$ cat src/rtl/core/assert_macros.svh
// assertion macros shared by the queue rtl
// included by files that carry concurrent checks; empty under synthesis
`ifndef ASSERT_MACROS_SVH
`define ASSERT_MACROS_SVH

`ifndef SYNTHESIS
// property holds at every clock edge outside reset
`define LQR_ASSERT(lbl, clk, rst_n, prop, msg) \
    lbl: assert property (@(posedge clk) disable iff (!rst_n) prop) else $error(msg);
// consequent holds in the cycle after the antecedent
`define LQR_ASSERT_NEXT(lbl, clk, rst_n, ant, cons, msg) \
    lbl: assert property (@(posedge clk) disable iff (!rst_n) (ant) |=> (cons)) \
        else $error(msg);
`else
`define LQR_ASSERT(lbl, clk, rst_n, prop, msg)
`define LQR_ASSERT_NEXT(lbl, clk, rst_n, ant, cons, msg)
`endif

`endif

$ cat src/rtl/core/lqr_pkg.sv
// shared types and codes for the linear queue with reverse
// no dependencies
`timescale 1ns / 1ps
`default_nettype none

package lqr_pkg;

    localparam int LQR_DEPTH = 8;
    localparam int DATA_W    = 32;
    localparam int OCC_W     = 4;

    // request codes
    localparam logic [1:0] REQ_ENQ = 2'd0;
    localparam logic [1:0] REQ_DEQ = 2'd1;
    localparam logic [1:0] REQ_REV = 2'd2;

    // status codes
    localparam logic [1:0] ST_OK    = 2'd0;
    localparam logic [1:0] ST_OVF   = 2'd1;
    localparam logic [1:0] ST_EMPTY = 2'd2;

    typedef struct packed {
        logic [1:0]               req_type;
        logic signed [DATA_W-1:0] data_in;
    } req_t;

    typedef struct packed {
        logic [1:0]               status;
        logic signed [DATA_W-1:0] data_out;
        logic [OCC_W-1:0]         occupancy;
    } rsp_t;

endpackage

`default_nettype wire

$ cat src/rtl/core/lqr_ram.sv
// generic single write port, single read port ram with registered read
// no dependencies
`timescale 1ns / 1ps
`default_nettype none

module lqr_ram #(
    parameter int WIDTH = 32,
    parameter int DEPTH = 8,
    parameter int AW    = $clog2(DEPTH)
) (
    input  wire logic             clk,
    input  wire logic             we,
    input  wire logic [AW-1:0]    waddr,
    input  wire logic [WIDTH-1:0] wdata,
    input  wire logic [AW-1:0]    raddr,
    output logic      [WIDTH-1:0] rdata
);

    logic [WIDTH-1:0] mem [DEPTH];

    always_ff @(posedge clk)
    begin
        if (we)
        begin
            mem[waddr] <= wdata;
        end
        rdata <= mem[raddr];
    end

endmodule

`default_nettype wire

$ cat src/rtl/core/lqr_seq.sv
// sequencer for the queue: pointers, request decode and the reverse walk
// depends on lqr_pkg and assert_macros.svh; drives two lqr_ram instances
`timescale 1ns / 1ps
`default_nettype none

`include "assert_macros.svh"

module lqr_seq #(
    parameter int DEPTH = 8,
    parameter int IW    = $clog2(DEPTH),
    parameter int CW    = $clog2(DEPTH + 1)
) (
    input  wire logic                      clk,
    input  wire logic                      rst_n,
    input  wire logic                      start,
    input  wire lqr_pkg::req_t             req,
    output logic                           idle,
    output logic                           done,
    input  wire logic                      done_ready,
    output lqr_pkg::rsp_t                  rsp,
    output logic                           q_we,
    output logic [IW-1:0]                  q_waddr,
    output logic [lqr_pkg::DATA_W-1:0]     q_wdata,
    output logic [IW-1:0]                  q_raddr,
    input  wire logic [lqr_pkg::DATA_W-1:0] q_rdata,
    output logic                           r_we,
    output logic [IW-1:0]                  r_waddr,
    output logic [lqr_pkg::DATA_W-1:0]     r_wdata,
    output logic [IW-1:0]                  r_raddr,
    input  wire logic [lqr_pkg::DATA_W-1:0] r_rdata
);

    import lqr_pkg::*;

    localparam logic [2:0] S_IDLE  = 3'd0;
    localparam logic [2:0] S_EXEC  = 3'd1;
    localparam logic [2:0] S_DEQ   = 3'd2;
    localparam logic [2:0] S_PUSH  = 3'd3;
    localparam logic [2:0] S_PUSHW = 3'd4;
    localparam logic [2:0] S_POP   = 3'd5;
    localparam logic [2:0] S_POPW  = 3'd6;
    localparam logic [2:0] S_DONE  = 3'd7;

    logic [2:0]        state_reg, state_next;
    logic [IW-1:0]     head_reg, head_next;
    logic [IW-1:0]     tail_reg, tail_next;
    logic              empty_reg, empty_next;
    logic [CW-1:0]     n_reg, n_next;
    logic [CW-1:0]     i_reg, i_next;
    logic [CW-1:0]     sc_reg, sc_next;
    logic [1:0]        st_reg, st_next;
    logic [DATA_W-1:0] dout_reg, dout_next;
    req_t              req_reg;

    logic [CW-1:0] add_base, add_off, add_sum;
    logic [CW-1:0] held;
    logic [CW-1:0] i_inc;
    logic          full;

    assign held  = empty_reg ? '0 : (CW'(tail_reg) - CW'(head_reg) + CW'(1));
    assign full  = !empty_reg && (tail_reg == IW'(DEPTH - 1));
    assign i_inc = i_reg + CW'(1);

    // shared address adder
    always_comb
    begin
        case (state_reg)
            S_EXEC:
            begin
                add_base = CW'(tail_reg);
                add_off  = CW'(1);
            end
            S_PUSH:
            begin
                add_base = CW'(head_reg);
                add_off  = i_reg;
            end
            S_POP:
            begin
                add_base = sc_reg;
                add_off  = '1;
            end
            default:
            begin
                add_base = CW'(head_reg);
                add_off  = CW'(1);
            end
        endcase
    end
    assign add_sum = add_base + add_off;

    always_comb
    begin
        state_next = state_reg;
        head_next  = head_reg;
        tail_next  = tail_reg;
        empty_next = empty_reg;
        n_next     = n_reg;
        i_next     = i_reg;
        sc_next    = sc_reg;
        st_next    = st_reg;
        dout_next  = dout_reg;
        q_we       = 1'b0;
        q_waddr    = add_sum[IW-1:0];
        q_wdata    = req_reg.data_in;
        q_raddr    = head_reg;
        r_we       = 1'b0;

        case (state_reg)
            S_IDLE:
            begin
                if (start)
                begin
                    state_next = S_EXEC;
                end
            end
            S_EXEC:
            begin
                st_next    = ST_OK;
                dout_next  = '0;
                state_next = S_DONE;
                case (req_reg.req_type)
                    REQ_ENQ:
                    begin
                        if (empty_reg)
                        begin
                            q_we       = 1'b1;
                            q_waddr    = '0;
                            head_next  = '0;
                            tail_next  = '0;
                            empty_next = 1'b0;
                        end
                        else if (full)
                        begin
                            st_next = ST_OVF;
                        end
                        else
                        begin
                            q_we      = 1'b1;
                            tail_next = add_sum[IW-1:0];
                        end
                    end
                    REQ_DEQ:
                    begin
                        if (empty_reg)
                        begin
                            st_next = ST_EMPTY;
                        end
                        else
                        begin
                            state_next = S_DEQ;
                        end
                    end
                    REQ_REV:
                    begin
                        if (!empty_reg)
                        begin
                            n_next     = held;
                            i_next     = '0;
                            sc_next    = '0;
                            state_next = S_PUSH;
                        end
                    end
                    default:
                    begin
                        st_next = ST_OK;
                    end
                endcase
            end
            S_DEQ:
            begin
                dout_next = q_rdata;
                if (head_reg == tail_reg)
                begin
                    head_next  = '0;
                    tail_next  = '0;
                    empty_next = 1'b1;
                end
                else
                begin
                    head_next = add_sum[IW-1:0];
                end
                state_next = S_DONE;
            end
            S_PUSH:
            begin
                q_raddr    = add_sum[IW-1:0];
                state_next = S_PUSHW;
            end
            S_PUSHW:
            begin
                r_we    = 1'b1;
                sc_next = sc_reg + CW'(1);
                if (i_inc == n_reg)
                begin
                    i_next     = '0;
                    state_next = S_POP;
                end
                else
                begin
                    i_next     = i_inc;
                    state_next = S_PUSH;
                end
            end
            S_POP:
            begin
                sc_next    = add_sum;
                state_next = S_POPW;
            end
            S_POPW:
            begin
                q_we    = 1'b1;
                q_waddr = i_reg[IW-1:0];
                q_wdata = r_rdata;
                if (i_inc == n_reg)
                begin
                    i_next     = '0;
                    head_next  = '0;
                    tail_next  = IW'(n_reg - CW'(1));
                    state_next = S_DONE;
                end
                else
                begin
                    i_next     = i_inc;
                    state_next = S_POP;
                end
            end
            S_DONE:
            begin
                if (done_ready)
                begin
                    state_next = S_IDLE;
                end
            end
            default:
            begin
                state_next = S_IDLE;
            end
        endcase
    end

    // scratch stack ports: push writes at the stack pointer, pop reads one below it
    assign r_waddr = sc_reg[IW-1:0];
    assign r_wdata = q_rdata;
    assign r_raddr = add_sum[IW-1:0];

    always_ff @(posedge clk or negedge rst_n)
    begin
        if (!rst_n)
        begin
            state_reg <= S_IDLE;
            head_reg  <= '0;
            tail_reg  <= '0;
            empty_reg <= 1'b1;
            n_reg     <= '0;
            i_reg     <= '0;
            sc_reg    <= '0;
            st_reg    <= ST_OK;
        end
        else
        begin
            state_reg <= state_next;
            head_reg  <= head_next;
            tail_reg  <= tail_next;
            empty_reg <= empty_next;
            n_reg     <= n_next;
            i_reg     <= i_next;
            sc_reg    <= sc_next;
            st_reg    <= st_next;
        end
    end

    always_ff @(posedge clk)
    begin
        dout_reg <= dout_next;
        if (start)
        begin
            req_reg <= req;
        end
    end

    assign idle          = (state_reg == S_IDLE);
    assign done          = (state_reg == S_DONE);
    assign rsp.status    = st_reg;
    assign rsp.data_out  = dout_reg;
    assign rsp.occupancy = OCC_W'(held);

    `LQR_ASSERT(a_empty_ptrs, clk, rst_n, empty_reg |-> (head_reg == '0 && tail_reg == '0), "empty queue with nonzero pointers")
    `LQR_ASSERT(a_ptr_order, clk, rst_n, !empty_reg |-> (tail_reg >= head_reg), "tail behind head")
    `LQR_ASSERT(a_stack_idle, clk, rst_n, (state_reg == S_IDLE) |-> (sc_reg == '0), "scratch stack not drained")
    `LQR_ASSERT_NEXT(a_done_ret, clk, rst_n, (state_reg == S_DONE && done_ready), (state_reg == S_IDLE), "result taken but sequencer not idle")

endmodule

`default_nettype wire

$ cat src/rtl/core/linear_queue_with_reverse_core.sv
// top level of the linear queue with reverse: sequencer, two rams, result register
// depends on lqr_pkg, lqr_ram and lqr_seq
`timescale 1ns / 1ps
`default_nettype none

// Linear (non-wrapping) queue of DEPTH signed 32-bit words taking enqueue,
// dequeue and reverse requests, one result transaction per request. The
// queue accepts one request at a time. A dequeue that returns a word adds a
// registered queue ram read before its result. A reverse of n held words
// moves every word through the scratch ram with one registered read and one
// write each way, pushing all n words and then popping them back. The
// sequencer waits in its done state while the output register is full. A
// finished result sits in the output register while the next request is
// taken. Enqueue reports overflow whenever the tail is at the last slot;
// slots are reused only after the queue drains or a reverse packs it to slot 0.
module linear_queue_with_reverse_core #(
    parameter int DEPTH = lqr_pkg::LQR_DEPTH
) (
    input  wire logic          clk,
    input  wire logic          rst_n,
    input  wire logic          req_valid,
    output logic               req_ready,
    input  wire lqr_pkg::req_t req,
    output logic               rsp_valid,
    input  wire logic          rsp_ready,
    output lqr_pkg::rsp_t      rsp
);

    import lqr_pkg::*;

    localparam int IW = $clog2(DEPTH);
    localparam int CW = $clog2(DEPTH + 1);

    logic              seq_idle;
    logic              seq_done;
    logic              done_ready;
    rsp_t              seq_rsp;
    logic              q_we, r_we;
    logic [IW-1:0]     q_waddr, q_raddr, r_waddr, r_raddr;
    logic [DATA_W-1:0] q_wdata, q_rdata, r_wdata, r_rdata;
    logic              rsp_valid_reg;
    rsp_t              rsp_reg;

    assign req_ready  = seq_idle;
    assign done_ready = !rsp_valid_reg || rsp_ready;

    lqr_seq #(
        .DEPTH (DEPTH),
        .IW    (IW),
        .CW    (CW)
    ) u_seq (
        .clk        (clk),
        .rst_n      (rst_n),
        .start      (req_valid && req_ready),
        .req        (req),
        .idle       (seq_idle),
        .done       (seq_done),
        .done_ready (done_ready),
        .rsp        (seq_rsp),
        .q_we       (q_we),
        .q_waddr    (q_waddr),
        .q_wdata    (q_wdata),
        .q_raddr    (q_raddr),
        .q_rdata    (q_rdata),
        .r_we       (r_we),
        .r_waddr    (r_waddr),
        .r_wdata    (r_wdata),
        .r_raddr    (r_raddr),
        .r_rdata    (r_rdata)
    );

    lqr_ram #(
        .WIDTH (DATA_W),
        .DEPTH (DEPTH),
        .AW    (IW)
    ) u_queue_ram (
        .clk   (clk),
        .we    (q_we),
        .waddr (q_waddr),
        .wdata (q_wdata),
        .raddr (q_raddr),
        .rdata (q_rdata)
    );

    lqr_ram #(
        .WIDTH (DATA_W),
        .DEPTH (DEPTH),
        .AW    (IW)
    ) u_stack_ram (
        .clk   (clk),
        .we    (r_we),
        .waddr (r_waddr),
        .wdata (r_wdata),
        .raddr (r_raddr),
        .rdata (r_rdata)
    );

    // output register: holds one result transaction until taken
    always_ff @(posedge clk or negedge rst_n)
    begin
        if (!rst_n)
        begin
            rsp_valid_reg <= 1'b0;
        end
        else if (seq_done && done_ready)
        begin
            rsp_valid_reg <= 1'b1;
        end
        else if (rsp_ready)
        begin
            rsp_valid_reg <= 1'b0;
        end
    end

    always_ff @(posedge clk)
    begin
        if (seq_done && done_ready)
        begin
            rsp_reg <= seq_rsp;
        end
    end

    assign rsp_valid = rsp_valid_reg;
    assign rsp       = rsp_reg;

endmodule

`default_nettype wire
$ cat config.mk
export PLATFORM = sky130hd
export DESIGN_NAME = linear_queue_with_reverse_core
export DESIGN_NICKNAME = d
export VERILOG_FILES = /design/src/rtl/core/lqr_pkg.sv /design/src/rtl/core/lqr_ram.sv /design/src/rtl/core/lqr_seq.sv /design/src/rtl/core/linear_queue_with_reverse_core.sv
export VERILOG_INCLUDE_DIRS = /design/src /design/src/rtl/core
export SDC_FILE = /design/constraint.sdc
export NUM_CORES = 1
export LEC_CHECK = 0
export ABC_AREA = 0
export BUFFER_PORTS_ARGS = -buffer_cell sky130_fd_sc_hd__buf_2
export CAP_MARGIN = 20
export CORE_MARGIN = 3
export CORE_UTILIZATION = 56
export DETAILED_ROUTE_END_ITERATION = 10
export PLACE_DENSITY = 0.76
export RECOVER_POWER = 100
export SLEW_MARGIN = 40
export SYNTH_ARGS = -nofsm -noshare
export SYNTH_HDL_FRONTEND = slang
export SYNTH_SLANG_ARGS = --single-unit
$ cat constraint.sdc
create_clock -name clk -period 4.6 [get_ports clk]
set_input_delay 0.23 -clock clk [delete_from_list [all_inputs] [get_ports clk]]
set_output_delay 0.23 -clock clk [all_outputs]
set_load 0.01 [all_outputs]
==> metrics.md <==
| Metric | Value |
|---|---|
| Status | `finished, violations left` |
| Violated checks | `max-capacitance violations, max-slew violations` |
| Post-synthesis cell type count | `58` |
| FF+latch count, synth | `704` |
| First-pass GRT wire length | `83,500 microns` |
| Commonest non-fill, non-tap cell in the layout | `edfxtp_1` |
| Util after Layout | `65.0%` |
| Num CTS Buffers | `71` |
| Routed Antenna Nets | `0` |
| Row count | `79` |
| Syn nets | `1,531` |
| Diode count | `0` |
| Slowest cell on the critical path | `nor2_1` |
| CP Cell Sequence | `nand2b_1 -> or3_1 -> nor2_1 -> clkbuf_2` |
| Fill count | `3,081` |
| Total number of vias | `13,600` |
| Sequential area share after synthesis | `76.7%` |
| Bufs and invs on worst path | `1` |
| Leakage | `10.5 nW` |
| Worst reg-to-reg setup slack | `0.59 ns` |
| Die X | `224 microns` |
| Power density over the cells | `780 mW/mm^2` |
| Final hold slack | `0.0206 ns` |
| Global-route usage over all layers | `22.4%` |
| Ys Warns | `0` |
| Slowest cell delay on critical path | `1.33 ns` |
| CTS root buf | `clkbuf_16` |
| Die ar. | `0.0501 sq mm` |
| Max Root-Sink Buffers | `3` |
| Post-synth EDFFs | `616` |
| Final min period | `4.01 ns` |
| Port Buf Inserts | `77` |
| Drt first-iter violations | `1,483` |
| Vias per inst | `5.94` |
| RSZ-0062 raised after global routing | `false` |
| Core ar. | `0.0467 sq mm` |
| Register Area | `0.0204 sq mm` |
| Worst Setup Path Type | `reg2reg` |
| Post-layout nets | `1,678` |
| Drt drc | `0` |
| Worst Path Arrival | `4.22 ns` |
| Delay-heaviest family, CP | `simple AND/OR/NAND/NOR gates` |
| Worst setup EP type | `flop` |
| Initial antenna violation count | `1` |
| Final period utilization | `87.1%` |
| Slew Viols, Final | `188` |
| Mapped cell area | `0.0266 sq mm` |
| Async S/R FF share, synth | `3.41%` |
| Routed len/inst | `24.4 microns` |
| Die height | `224 microns` |
| Critical path launch point type | `flop` |
| Area used by multi-input combinational logic | `0.00577 sq mm` |
| Critical Path RT | `4.82 ns` |
| Max FO, Critical Path | `18` |
| Most frequent cells in the layout | `616 x edfxtp_1, 180 x nand2_1, 73 x a21oi_1, 73 x clkbuf_16, 68 x clkbuf_1` |
| Share of layout cells above drive strength 1 | `16.1%` |
| Mean Syn Cell Area | `17.9 sq um` |
| Setup violations, final | `0` |
| Initial cell density of the core | `56.9%` |
| Fin. Hold Viols | `0` |
| CTS tree | `done` |
| Sinks on Clock Net | `704` |
| Highest clock rate | `0.250 GHz` |
| Vias in the first global route | `13,700` |
| H-tree depth | `3` |
| Area delta synth->final | `14.3%` |
| Detailed placer's ending HPWL | `31,600 microns` |
| Worst Tran Pin Value | `2.61 ns` |
| Num ports | `78` |
| GR Overflow Total | `0` |
| Slew headroom | `-73.8%` |
| Hold/Removal Path Class | `in2reg` |
| Max-cap viol count | `7` |
| DRT Wirelength | `55,900 microns` |
| Gp weighted congestion | `0.829` |
| Clock latency on the worst-skew pair | `0.59 ns` |
| First-pass DRT Iterations | `7` |
| Clock-pin slew on the worst setup and hold paths | `0.06 ns` |
| Max VDD drop | `0.840 mV` |
| Final worst clock skew | `0.0234 ns` |
| CTS resizes | `0` |
| Main synth FF type | `edfxtp_1` |
| Largest net degree at the start of global routing | `71` |
| Post-Syn Instances | `1,480` |
layout make-up:
| type | count | share of cell area (%) |
|---|---|---|
| Clock inverter | 36 | 1.12 |
| Multi-Input combinational cell | 681 | 19.0 |
| Sequential cell | 704 | 67.2 |
| Timing Repair Buffer | 151 | 3.36 |
| Inverter | 18 | 0.223 |
| Clock buffer | 95 | 6.62 |
| Tap cell | 607 | 2.50 |
kinds of logic (layout without fill, tap and decap cells):
| kind of cell | count (synthesis) | count (layout) | synth area share (%) |
|---|---|---|---|
| multiplexers | 206 | 206 | 11.6 |
| buffers and inverters | 95 | 300 | 1.68 |
| adder cells (fa/ha/maj) | 13 | 13 | 0.669 |
| AND/OR/NAND/NOR | 279 | 279 | 4.76 |
| flip-flops | 704 | 704 | 76.7 |
| AO/OA/AOI/OAI | 171 | 171 | 4.12 |
| XOR/XNOR | 12 | 12 | 0.476 |
layer usage:
| layer | global-route usage, % | wire (microns) | up-vias |
|---|---|---|---|
| met3 | 4.70 | 4420 | 93 |
| met1 | 31.3 | 23100 | 6960 |
| met2 | 35.8 | 26900 | 557 |
| li1 | - | - | 6002 |
| met5 | 0 | 0 | - |
| met4 | 7.88 | 1450 | 0 |
power breakdown:
group          total (W)  internal [W]  leakage, nW  switching (W)
clock network    0.00572       0.00341         1.16        0.00231
registers        0.00992       0.00899         6.43       0.000939
logic            0.00801       0.00341         2.95        0.00460
total             0.0237        0.0158         10.5        0.00785
what timing repair did:
action,4_1_cts,5_1_grt
buffers inserted,0,0
endpoints found under the setup margin,0,0
hold endpoints to repair,57,0
hold buffers,35,0
worst reg2reg max path, delay by kind of cell (launching register included):
family | cells | cell delay [ns]
AND/OR/NAND/NOR | 3 | 2.23
flip-flops | 1 | 0.73
buffers and inverters | 1 | 0.68
final timing paths:
kind | endpoint | cells after the start | start
max in group asynchronous | u_seq.sc_reg[2] | 2 | rst_n
worst min-delay path | rsp_valid | 3 | rsp_ready
worst max register to register | u_stack_ram.mem[6][6] | 4 | u_seq.state_reg[2]
worst min register to register | rsp[23] | 0 | u_seq.dout_reg[19]
min in group asynchronous | u_seq.n_reg[1] | 2 | rst_n
worst max-delay path | u_stack_ram.mem[6][6] | 4 | u_seq.state_reg[2]
stage by stage:
step	worst slack, ns	TNS (ns)	cell area, sq um	total power, W	instances
2_1_floorplan	-0.110	-13.91	26600	0.0157	1480
3_3_place_gp	0.721	0	27900	0.0179	2122
3_5_place_dp	0.603	0	28000	0.0183	2125
4_1_cts	0.585	0	30700	0.0241	2291
5_1_grt	0.346	0	30300	0.0248	2292
6_report	0.592	0	30300	0.0237	2292
cell usage after synthesis, types with 25 or more instances:
cell type    n  share of area (%)
a22oi_1     64                1.8
nor2_1      25               0.35
a21oi_1     74                1.4
mux2_1      27                1.1
edfxtp_1   616                 70
mux4_2      64                5.4
mux2i_1     69                2.6
mux2_4      30                1.7
dfxtp_1     64                4.8
clkbuf_1    36               0.51
nand2_1    180                2.5
and2_1      34               0.80
Power figures use the tool's default switching activity.
